### src/sxfb_pkg.sv
// sxfb_pkg: shared types and constants for the sprite XOR framebuffer.
// Used by the front, command queue, back end and top level; no dependencies.

package sxfb_pkg;

   // opcode field codes
   localparam logic OP_CLEAR = 1'b0;
   localparam logic OP_DRAW  = 1'b1;

   // widest screen the block supports
   localparam int MAX_COLS  = 64;
   localparam int MAX_ROW_W = 6;

   // sprite pattern width
   localparam int PATTERN_BITS = 8;

   // entries in the queue between front and back
   localparam int QUEUE_DEPTH = 2;
   localparam int QPTR_W      = $clog2(QUEUE_DEPTH);
   localparam int QCNT_W      = $clog2(QUEUE_DEPTH + 1);

   // classified command handed from front to back
   typedef struct packed {
      logic                 is_clear;
      logic                 clipped;
      logic                 first_row;
      logic                 last_row;
      logic [MAX_ROW_W-1:0] row;
      logic [MAX_COLS-1:0]  mask;
   } cmd_type;

   // back end sequencer
   typedef enum logic {
      BK_IDLE,
      BK_MODIFY
   } back_state_type;

endpackage

### src/sxfb_front.sv
// sxfb_front: reduces coordinates, clips the row and builds the pixel mask.
// Depends on sxfb_pkg for cmd_type and the opcode codes.

module sxfb_front #(
   parameter int SCREEN_WIDTH  = 64,
   parameter int SCREEN_HEIGHT = 32
) (
   input  logic             req_opcode,
   input  logic [7:0]       req_x_pos,
   input  logic [7:0]       req_y_pos,
   input  logic [3:0]       req_row_offset,
   input  logic [7:0]       req_sprite_byte,
   input  logic             req_last_row,
   output sxfb_pkg::cmd_type cmd
);
   import sxfb_pkg::*;

   localparam int COL_W = $clog2(SCREEN_WIDTH);
   localparam int ROW_W = $clog2(SCREEN_HEIGHT);

   typedef logic [COL_W-1:0] xtab_type [256];
   typedef logic [ROW_W-1:0] ytab_type [256];

   // modulo tables, filled at elaboration
   function automatic xtab_type build_xtab();
      xtab_type t;
      for (int i = 0; i < 256; i++) begin
         t[i] = COL_W'(i % SCREEN_WIDTH);
      end
      return t;
   endfunction

   function automatic ytab_type build_ytab();
      ytab_type t;
      for (int i = 0; i < 256; i++) begin
         t[i] = ROW_W'(i % SCREEN_HEIGHT);
      end
      return t;
   endfunction

   localparam xtab_type XMOD = build_xtab();
   localparam ytab_type YMOD = build_ytab();

   logic [COL_W-1:0]    x_start;
   logic [7:0]          row_sum;
   logic [COL_W:0]      col;
   logic [MAX_COLS-1:0] mask;

   // start position and target row
   assign x_start = XMOD[req_x_pos];
   assign row_sum = 8'(YMOD[req_y_pos]) + 8'(req_row_offset);

   // pattern bits placed left to right, clipped at the right edge
   always_comb begin
      mask = '0;
      col  = '0;
      for (int j = 0; j < PATTERN_BITS; j++) begin
         col = (COL_W + 1)'(x_start) + (COL_W + 1)'(j);
         if (col < (COL_W + 1)'(SCREEN_WIDTH) && req_sprite_byte[PATTERN_BITS - 1 - j]) begin
            mask[col[COL_W-1:0]] = 1'b1;
         end
      end
   end

   // classified command
   always_comb begin
      cmd           = '0;
      cmd.is_clear  = (req_opcode == OP_CLEAR);
      cmd.clipped   = (row_sum >= 8'(SCREEN_HEIGHT));
      cmd.first_row = (req_row_offset == 4'd0);
      cmd.last_row  = req_last_row;
      cmd.row       = row_sum[MAX_ROW_W-1:0];
      cmd.mask      = mask;
   end

endmodule

### src/sxfb_cmd_queue.sv
// sxfb_cmd_queue: short register queue of commands between front and back.
// Depends on sxfb_pkg for cmd_type and the queue depth.

module sxfb_cmd_queue (
   input  logic              clock,
   input  logic              reset,
   input  logic              push,
   input  sxfb_pkg::cmd_type push_cmd,
   output logic              full,
   input  logic              pop,
   output sxfb_pkg::cmd_type head_cmd,
   output logic              empty
);
   import sxfb_pkg::*;

   cmd_type             entry_ff [QUEUE_DEPTH];
   logic [QPTR_W-1:0]   wr_ptr_ff, wr_ptr_in;
   logic [QPTR_W-1:0]   rd_ptr_ff, rd_ptr_in;
   logic [QCNT_W-1:0]   count_ff, count_in;
   logic                do_push, do_pop;

   assign full     = (count_ff == QCNT_W'(QUEUE_DEPTH));
   assign empty    = (count_ff == '0);
   assign head_cmd = entry_ff[rd_ptr_ff];
   assign do_push  = push && !full;
   assign do_pop   = pop && !empty;

   // pointer and fill count update
   always_comb begin
      wr_ptr_in = wr_ptr_ff;
      rd_ptr_in = rd_ptr_ff;
      count_in  = count_ff;
      if (do_push) begin
         wr_ptr_in = (wr_ptr_ff == QPTR_W'(QUEUE_DEPTH - 1)) ? '0 : wr_ptr_ff + 1'b1;
      end
      if (do_pop) begin
         rd_ptr_in = (rd_ptr_ff == QPTR_W'(QUEUE_DEPTH - 1)) ? '0 : rd_ptr_ff + 1'b1;
      end
      if (do_push && !do_pop) begin
         count_in = count_ff + 1'b1;
      end else if (do_pop && !do_push) begin
         count_in = count_ff - 1'b1;
      end
   end

   always_ff @(posedge clock) begin
      if (reset) begin
         wr_ptr_ff <= '0;
         rd_ptr_ff <= '0;
         count_ff  <= '0;
      end else begin
         wr_ptr_ff <= wr_ptr_in;
         rd_ptr_ff <= rd_ptr_in;
         count_ff  <= count_in;
      end
   end

   // storage
   always_ff @(posedge clock) begin
      if (do_push) begin
         entry_ff[wr_ptr_ff] <= push_cmd;
      end
   end

endmodule

### src/sxfb_back.sv
// sxfb_back: framebuffer memory, read-modify-write sequencer, collision flag
// and result register. Depends on sxfb_pkg for cmd_type and the state type.

module sxfb_back #(
   parameter int SCREEN_WIDTH  = 64,
   parameter int SCREEN_HEIGHT = 32
) (
   input  logic              clock,
   input  logic              reset,
   input  logic              q_empty,
   input  sxfb_pkg::cmd_type q_head,
   output logic              q_pop,
   output logic              rsp_empty,
   input  logic              rsp_pop,
   output logic [4:0]        rsp_row_index,
   output logic [63:0]       rsp_row_pixels,
   output logic              rsp_row_written,
   output logic              rsp_collided,
   output logic              rsp_sprite_done
);
   import sxfb_pkg::*;

   localparam int ROW_W = $clog2(SCREEN_HEIGHT);

   back_state_type state_ff, state_in;

   logic [SCREEN_WIDTH-1:0]  frame_mem [SCREEN_HEIGHT];
   logic [SCREEN_HEIGHT-1:0] row_valid_ff;
   logic [SCREEN_WIDTH-1:0]  rd_data_ff;
   logic                     rd_valid_ff;
   cmd_type                  cur_ff;
   logic                     coll_ff, coll_in;
   logic                     out_valid_ff, out_valid_in;
   logic [4:0]               out_index_ff;
   logic [63:0]              out_pixels_ff;
   logic                     out_written_ff, out_coll_ff, out_done_ff;

   logic                     modify;
   logic                     wr_en;
   logic [ROW_W-1:0]         rd_addr, wr_addr;
   logic [SCREEN_WIDTH-1:0]  old_row, new_row, mask;
   logic                     hit;

   // next state
   always_comb begin
      state_in = state_ff;
      case (state_ff)
         BK_IDLE: begin
            if (q_pop) begin
               state_in = BK_MODIFY;
            end
         end
         BK_MODIFY: begin
            state_in = BK_IDLE;
         end
         default: begin
            state_in = BK_IDLE;
         end
      endcase
   end

   // sequencer outputs: take a command only when the result slot will be free
   always_comb begin
      q_pop  = 1'b0;
      modify = 1'b0;
      case (state_ff)
         BK_IDLE: begin
            q_pop = !q_empty && (!out_valid_ff || rsp_pop);
         end
         BK_MODIFY: begin
            modify = 1'b1;
         end
         default: begin
            q_pop  = 1'b0;
            modify = 1'b0;
         end
      endcase
   end

   always_ff @(posedge clock) begin
      if (reset) begin
         state_ff <= BK_IDLE;
      end else begin
         state_ff <= state_in;
      end
   end

   // memory read at issue, write in the modify cycle
   assign rd_addr = q_head.row[ROW_W-1:0];
   assign wr_addr = cur_ff.row[ROW_W-1:0];
   assign wr_en   = modify && !cur_ff.is_clear && !cur_ff.clipped;

   always_ff @(posedge clock) begin
      if (q_pop) begin
         rd_data_ff <= frame_mem[rd_addr];
         cur_ff     <= q_head;
      end
      if (wr_en) begin
         frame_mem[wr_addr] <= new_row;
      end
   end

   // row valid bits: an invalid row reads as all pixels off
   always_ff @(posedge clock) begin
      if (reset) begin
         row_valid_ff <= '0;
         rd_valid_ff  <= 1'b0;
      end else begin
         if (q_pop) begin
            rd_valid_ff <= row_valid_ff[rd_addr];
         end
         if (modify && cur_ff.is_clear) begin
            row_valid_ff <= '0;
         end else if (wr_en) begin
            row_valid_ff[wr_addr] <= 1'b1;
         end
      end
   end

   // XOR update and collision
   assign mask    = cur_ff.mask[SCREEN_WIDTH-1:0];
   assign old_row = rd_valid_ff ? rd_data_ff : '0;
   assign new_row = old_row ^ mask;
   assign hit     = !cur_ff.clipped && ((old_row & mask) != '0);

   always_comb begin
      coll_in = coll_ff;
      if (modify) begin
         if (cur_ff.is_clear) begin
            coll_in = 1'b0;
         end else begin
            coll_in = (cur_ff.first_row ? 1'b0 : coll_ff) | hit;
         end
      end
   end

   always_ff @(posedge clock) begin
      if (reset) begin
         coll_ff <= 1'b0;
      end else begin
         coll_ff <= coll_in;
      end
   end

   // result register
   always_comb begin
      out_valid_in = out_valid_ff;
      if (modify) begin
         out_valid_in = 1'b1;
      end else if (rsp_pop) begin
         out_valid_in = 1'b0;
      end
   end

   always_ff @(posedge clock) begin
      if (reset) begin
         out_valid_ff <= 1'b0;
      end else begin
         out_valid_ff <= out_valid_in;
      end
   end

   always_ff @(posedge clock) begin
      if (modify) begin
         if (cur_ff.is_clear) begin
            out_index_ff   <= '0;
            out_pixels_ff  <= '0;
            out_written_ff <= 1'b0;
            out_coll_ff    <= 1'b0;
            out_done_ff    <= 1'b0;
         end else if (cur_ff.clipped) begin
            out_index_ff   <= '0;
            out_pixels_ff  <= '0;
            out_written_ff <= 1'b0;
            out_coll_ff    <= coll_in;
            out_done_ff    <= cur_ff.last_row;
         end else begin
            out_index_ff   <= cur_ff.row[4:0];
            out_pixels_ff  <= 64'(new_row);
            out_written_ff <= 1'b1;
            out_coll_ff    <= coll_in;
            out_done_ff    <= cur_ff.last_row;
         end
      end
   end

   assign rsp_empty       = !out_valid_ff;
   assign rsp_row_index   = out_index_ff;
   assign rsp_row_pixels  = out_pixels_ff;
   assign rsp_row_written = out_written_ff;
   assign rsp_collided    = out_coll_ff;
   assign rsp_sprite_done = out_done_ff;

`ifndef SYNTHESIS
   // the result slot is free whenever a command is being applied
   a_slot_free: assert property (@(posedge clock) disable iff (reset)
      state_ff == BK_MODIFY |-> !out_valid_ff)
      else $error("result slot busy during modify");

   // a clear wipes every row and the collision flag
   a_clear_wipes: assert property (@(posedge clock) disable iff (reset)
      (state_ff == BK_MODIFY && cur_ff.is_clear) |=> (row_valid_ff == '0 && !coll_ff))
      else $error("clear left state behind");

   // clipped rows are never written
   a_clip_no_write: assert property (@(posedge clock) disable iff (reset)
      (state_ff == BK_MODIFY && cur_ff.clipped) |-> !wr_en)
      else $error("clipped row written");

   // a command is only taken from the queue when idle
   a_pop_idle: assert property (@(posedge clock) disable iff (reset)
      q_pop |-> (state_ff == BK_IDLE && !q_empty))
      else $error("queue popped outside idle");
`endif

endmodule

### src/sprite_xor_framebuffer_unit.sv
// Sprite XOR framebuffer: command front end, command queue and
// read-modify-write back end. Depends on sxfb_pkg and the sxfb_* modules.
//
// Usage:
//   Request side is a queue: drive req_* fields with req_push; a beat is
//   taken at a clock edge where req_push is high and req_full is low.
//   Opcode clear wipes the screen; opcode draw XORs one 8-pixel sprite row.
//   Response side is a queue: while rsp_empty is low the oldest result sits
//   on rsp_*; it is taken at an edge where rsp_pop is high.
//   Exactly one response beat per request beat, in order.
// Timing:
//   A taken request passes the command queue, then the back end reads its
//   row from the framebuffer memory and writes it back into memory and the
//   result register; the back end takes the next command only after that.
//   A two-entry queue separates front and back, so requests keep being
//   taken while a finished result waits.
// Reset (synchronous, active high) clears the framebuffer at once through
//   per-row valid bits, clears the collision flag and empties both queues.
// When rsp_pop is held low the result holds, the back end waits, the
//   command queue fills and req_full rises.

module sprite_xor_framebuffer_unit #(
   parameter int SCREEN_WIDTH  = 64,
   parameter int SCREEN_HEIGHT = 32
) (
   input  logic        clock,
   input  logic        reset,
   input  logic        req_push,
   output logic        req_full,
   input  logic        req_opcode,
   input  logic [7:0]  req_x_pos,
   input  logic [7:0]  req_y_pos,
   input  logic [3:0]  req_row_offset,
   input  logic [7:0]  req_sprite_byte,
   input  logic        req_last_row,
   output logic        rsp_empty,
   input  logic        rsp_pop,
   output logic [4:0]  rsp_row_index,
   output logic [63:0] rsp_row_pixels,
   output logic        rsp_row_written,
   output logic        rsp_collided,
   output logic        rsp_sprite_done
);
   import sxfb_pkg::*;

   cmd_type front_cmd;
   cmd_type head_cmd;
   logic    q_empty;
   logic    q_pop;

   // classify the incoming beat
   sxfb_front #(
      .SCREEN_WIDTH  (SCREEN_WIDTH),
      .SCREEN_HEIGHT (SCREEN_HEIGHT)
   ) u_front (
      .req_opcode      (req_opcode),
      .req_x_pos       (req_x_pos),
      .req_y_pos       (req_y_pos),
      .req_row_offset  (req_row_offset),
      .req_sprite_byte (req_sprite_byte),
      .req_last_row    (req_last_row),
      .cmd             (front_cmd)
   );

   // decoupling queue
   sxfb_cmd_queue u_queue (
      .clock    (clock),
      .reset    (reset),
      .push     (req_push),
      .push_cmd (front_cmd),
      .full     (req_full),
      .pop      (q_pop),
      .head_cmd (head_cmd),
      .empty    (q_empty)
   );

   // framebuffer update and results
   sxfb_back #(
      .SCREEN_WIDTH  (SCREEN_WIDTH),
      .SCREEN_HEIGHT (SCREEN_HEIGHT)
   ) u_back (
      .clock           (clock),
      .reset           (reset),
      .q_empty         (q_empty),
      .q_head          (head_cmd),
      .q_pop           (q_pop),
      .rsp_empty       (rsp_empty),
      .rsp_pop         (rsp_pop),
      .rsp_row_index   (rsp_row_index),
      .rsp_row_pixels  (rsp_row_pixels),
      .rsp_row_written (rsp_row_written),
      .rsp_collided    (rsp_collided),
      .rsp_sprite_done (rsp_sprite_done)
   );

endmodule

### config.mk
export PLATFORM = sky130hd
export DESIGN_NAME = sprite_xor_framebuffer_unit
export DESIGN_NICKNAME = d
export VERILOG_FILES = /design/src/sxfb_pkg.sv /design/src/sxfb_front.sv /design/src/sxfb_cmd_queue.sv /design/src/sxfb_back.sv /design/src/sprite_xor_framebuffer_unit.sv
export SDC_FILE = /design/constraint.sdc
export NUM_CORES = 2
export LEC_CHECK = 0
export BUFFER_PORTS_ARGS = -buffer_cell sky130_fd_sc_hd__buf_2
export CELL_PAD_IN_SITES_DETAIL_PLACEMENT = 0
export CELL_PAD_IN_SITES_GLOBAL_PLACEMENT = 1
export CORE_MARGIN = 3
export CORE_UTILIZATION = 35
export DETAILED_ROUTE_END_ITERATION = 7
export HOLD_SLACK_MARGIN = 0.02
export PLACE_DENSITY_LB_ADDON = 0.1
export SLEW_MARGIN = 20
export SYNTH_ARGS = -nofsm -noshare
export SYNTH_HDL_FRONTEND = slang
export SYNTH_SLANG_ARGS = --single-unit
### constraint.sdc
create_clock -name clock -period 8.7 [get_ports clock]
set_input_delay 1.74 -clock clock [delete_from_list [all_inputs] [get_ports clock]]
set_output_delay 1.74 -clock clock [all_outputs]
set_load 0.05 [all_outputs]
==> results.py <==
metrics = {
    "drt": {
        "top_layer": "met4",
        "postRouteAntennaNets": 0,
        "viasPerCell": 5.53,
        "wl_per_cell_um": 30.9,
        "routed_wl_um": 349000,
        "vias": 62400,
        "wl_met2_um": 160000,
        "route.met3.wl_um": 17400,
        "met1_length_um": 162000,
        "drc": 0,
        "drt_iter0_drc": 6420,
        "dr.pass1.iters": 7,
    },
    "cts": {
        "clk_pin_slew_ns": 0.06,
        "max-clock-path-buffers": 4,
        "postCtsSetupBuffers": 0,
        "cts_num_sinks": 2444,
        "cts_resized": 0,
        "cts_tree": "built",
        "numCtsBuffers": 283,
        "clock_latency_ns": 0.89,
        "clockRootBuffer": "clkbuf_16",
        "htree_levels": 5,
        "cts_hold_buffers": 0,
    },
    "setup_path": {
        "reg2reg_depth": 10,
        "worstPathCellList": "buf_2, inv_2, ha_1, a21oi_1, o2111ai_1, or3_1, mux2i_1, a22oi_1, o2111ai_1",
        "worst_setup_path_start_kind": "input port",
        "path_buf_inv": 2,
        "critPathArrivalTime_ns": 5.58,
        "crit_path_end": "u_queue.entry_ff[1][9]$_DFFE_PP_",
        "crit_family": "compound AO/OA/AOI/OAI gates",
        "cp.depth": 9,
        "end_kind": "flip-flop",
        "critPathLaunch": "req_x_pos[2]",
        "slowest_delay_ns": 0.75,
        "crit_slowest_cell": "or3_1",
        "crit_top_cell": "o2111ai_1",
        "regToRegSetupSlack_ns": 3.93,
        "criticalPathCategory": "input port to flip-flop",
        "r2r-end": "u_back.rd_data_ff[31]$_DFFE_PP_",
        "worstPathRequired_ns": 9.27,
        "crit_fanout": 25,
    },
    "synth": {
        "synthesis.nets": 7326,
        "syn_area_per_cell_um2": 14.0,
        "yosysUniqueCellTypes": 87,
        "ys.flop_type": "edfxtp_1",
        "syn_area_um2": 101000,
        "synth-edff-count": 2403,
        "synth.area.top_cells": "edfxtp_1 (71%), nand2_1 (5.9%), nand3_1 (3.7%)",
        "yosysWarningCount": 0,
        "synth_top_area_share_pct": 71.4,
        "synth_seq_area_share_pct": 72.2,
        "yosysTopAreaCell": "edfxtp_1",
        "synth.most_common_cell": "edfxtp_1",
        "ys_seq_elements": 2444,
        "syn_inst": 7218,
        "synthTopCellsByCount": "edfxtp_1 (2403), nand2_1 (1581), nand3_1 (740)",
        "synthArstFlopShare_pct": 0,
    },
    "finish": {
        "drive_gt1_share_pct": 11.9,
        "num-fill-cells": 26500,
        "syn_to_final_growth_pct": 13.7,
        "layout.nets": 7408,
        "fin_cells": 11300,
        "regArea_um2": 73000,
        "multi_input_area_um2": 26200,
    },
    "sta": {
        "worst_pin_slew_ns": 1.20,
        "tns_ns": 0,
        "slew_viol_final": 0,
        "fin_skew_ns": 0.0401,
        "setup-violations-final": 0,
        "maxSlewHeadroom_pct": 19.0,
        "max_freq_ghz": 0.200,
        "rsz0062_at_grt": "false",
        "finalCritPeriodShare_pct": 57.6,
        "hold_viol_final": 0,
        "post-route-min-period_ns": 5.01,
    },
    "power": {
        "peakVddDrop_v": 0.000336,
        "p_per_area_nw_per_um2": 342,
        "power_leakage_nw": 39.1,
    },
    "placement": {
        "placed_cells": 10800,
        "gp_congestion": 0.923,
        "hpwl_um": 194000,
        "portBuffers": 102,
    },
    "global_routing": {
        "grt_max_degree": 149,
        "grt_pass1_vias": 61700,
        "gr-total-overflow": 0,
        "grt_pass1_wl_um": 489000,
        "grtUsageTotal_pct": 23.2,
        "antenna_found_initial": 20,
    },
    "floorplanning": {
        "die_h_um": 544,
        "coreArea_um2": 286000,
        "io_pins": 108,
        "die_area_um2": 295000,
        "num_rows": 196,
        "start_util_pct": 35.3,
        "chipWidth_um": 544,
    },
    "job": {
        "max-cap-violations": 0,
    },
    "worst_hold_path": {
        "hold_class": "flip-flop to flip-flop",
        "whs_path_depth": 1,
    },
    "status": {
        "outcome": "complete, no violations",
    },
}
[worst min path at each step]
stage | startpoint | to
floorplan | u_back.row_valid_ff[0]$_SDFFE_PP0P_ | u_back.row_valid_ff[0]$_SDFFE_PP0P_
global placement | u_back.row_valid_ff[8]$_SDFFE_PP0P_ | u_back.row_valid_ff[8]$_SDFFE_PP0P_
detailed placement | u_back.row_valid_ff[0]$_SDFFE_PP0P_ | u_back.row_valid_ff[0]$_SDFFE_PP0P_
global route | u_back.row_valid_ff[1]$_SDFFE_PP0P_ | u_back.row_valid_ff[1]$_SDFFE_PP0P_
CTS | u_back.row_valid_ff[0]$_SDFFE_PP0P_ | u_back.row_valid_ff[0]$_SDFFE_PP0P_
finish | u_back.row_valid_ff[20]$_SDFFE_PP0P_ | u_back.row_valid_ff[20]$_SDFFE_PP0P_
[cells by family after synthesis]
kind of cell | after synthesis | synth area share, %
flops | 2444 | 72.2
mux | 467 | 5.71
buf+inv | 514 | 2.28
fa+ha+maj | 74 | 0.923
xor+xnor | 28 | 0.243
compound gates | 727 | 5.59
simple gates | 2964 | 13.1
[worst register-to-register path: cells and delay by family, from the launching register on]
family	cells	cell delay [ns]
compound gates	3	0.66
buf+inv	4	2.35
flops	1	0.89
mux	1	0.39
simple gates	2	0.32
[report_power, final]
| group | total [mW] | switching (mW) | internal [mW] |
|---|---|---|---|
| clock | 11.3 | 4.80 | 6.50 |
| combinational | 11.5 | 8.49 | 3.05 |
| sequential | 16.4 | 0.394 | 16.1 |
| total | 39.3 | 13.7 | 25.6 |
[area by class of cell]
| cell class | instances | share of cell area, % |
|---|---|---|
| clock buffer | 360 | 6.55 |
| sequential | 2444 | 63.5 |
| antenna | 8 | 0.0174 |
| tap | 3762 | 4.10 |
| inverter | 38 | 0.169 |
| timing repair buffer | 273 | 1.86 |
| multi-input combinational | 4260 | 22.8 |
| clock inverter | 133 | 0.993 |
[layer usage]
metal	GRT usage, %	up-vias
met5	0	-
met1	33.8	32500
met3	2.93	446
li1	-	27500
met2	36.6	1925
met4	6.17	0
[registers in the layout, indices dropped and copies added (netlist names), 2 cells and up, named ones only]
name,cells
u_back.rsp_row_pixels,64
u_back.row_valid_ff,32
u_back.cur_ff,9
u_queue.count_ff,2
u_back.frame_mem,2048
u_back.rsp_row_index,5
u_back.mask,64
u_queue.entry_ff,146
u_back.rd_data_ff,64
[stage by stage]
step	cell area, µm²	util [%]	hold slack (ns)	worst slack, ns	power [mW]
4_1_cts	115000	40.1	0.466	3.83	39.8
2_1_floorplan	101000	-	0.441	2.68	23.7
5_1_grt	115000	40.1	0.483	3.57	41.1
3_3_place_gp	106000	37.1	0.446	2.68	28.3
6_report	115000	40.1	0.464	3.69	39.3
3_5_place_dp	106000	37.1	0.453	2.88	28.3
[cells in the final DEF (no fill, tap or decap), types with 75 or more instances in the layout]
cell type	count
mux2_2	75
buf_2	102
nand3_1	740
mux2i_1	310
nor2_1	127
and2_1	143
nand2_1	1581
and3_1	158
clkbuf_16	289
mux4_2	78
a311oi_1	158
edfxtp_1	2403
buf_4	144
No activity file was read; power rests on OpenSTA's default activity.
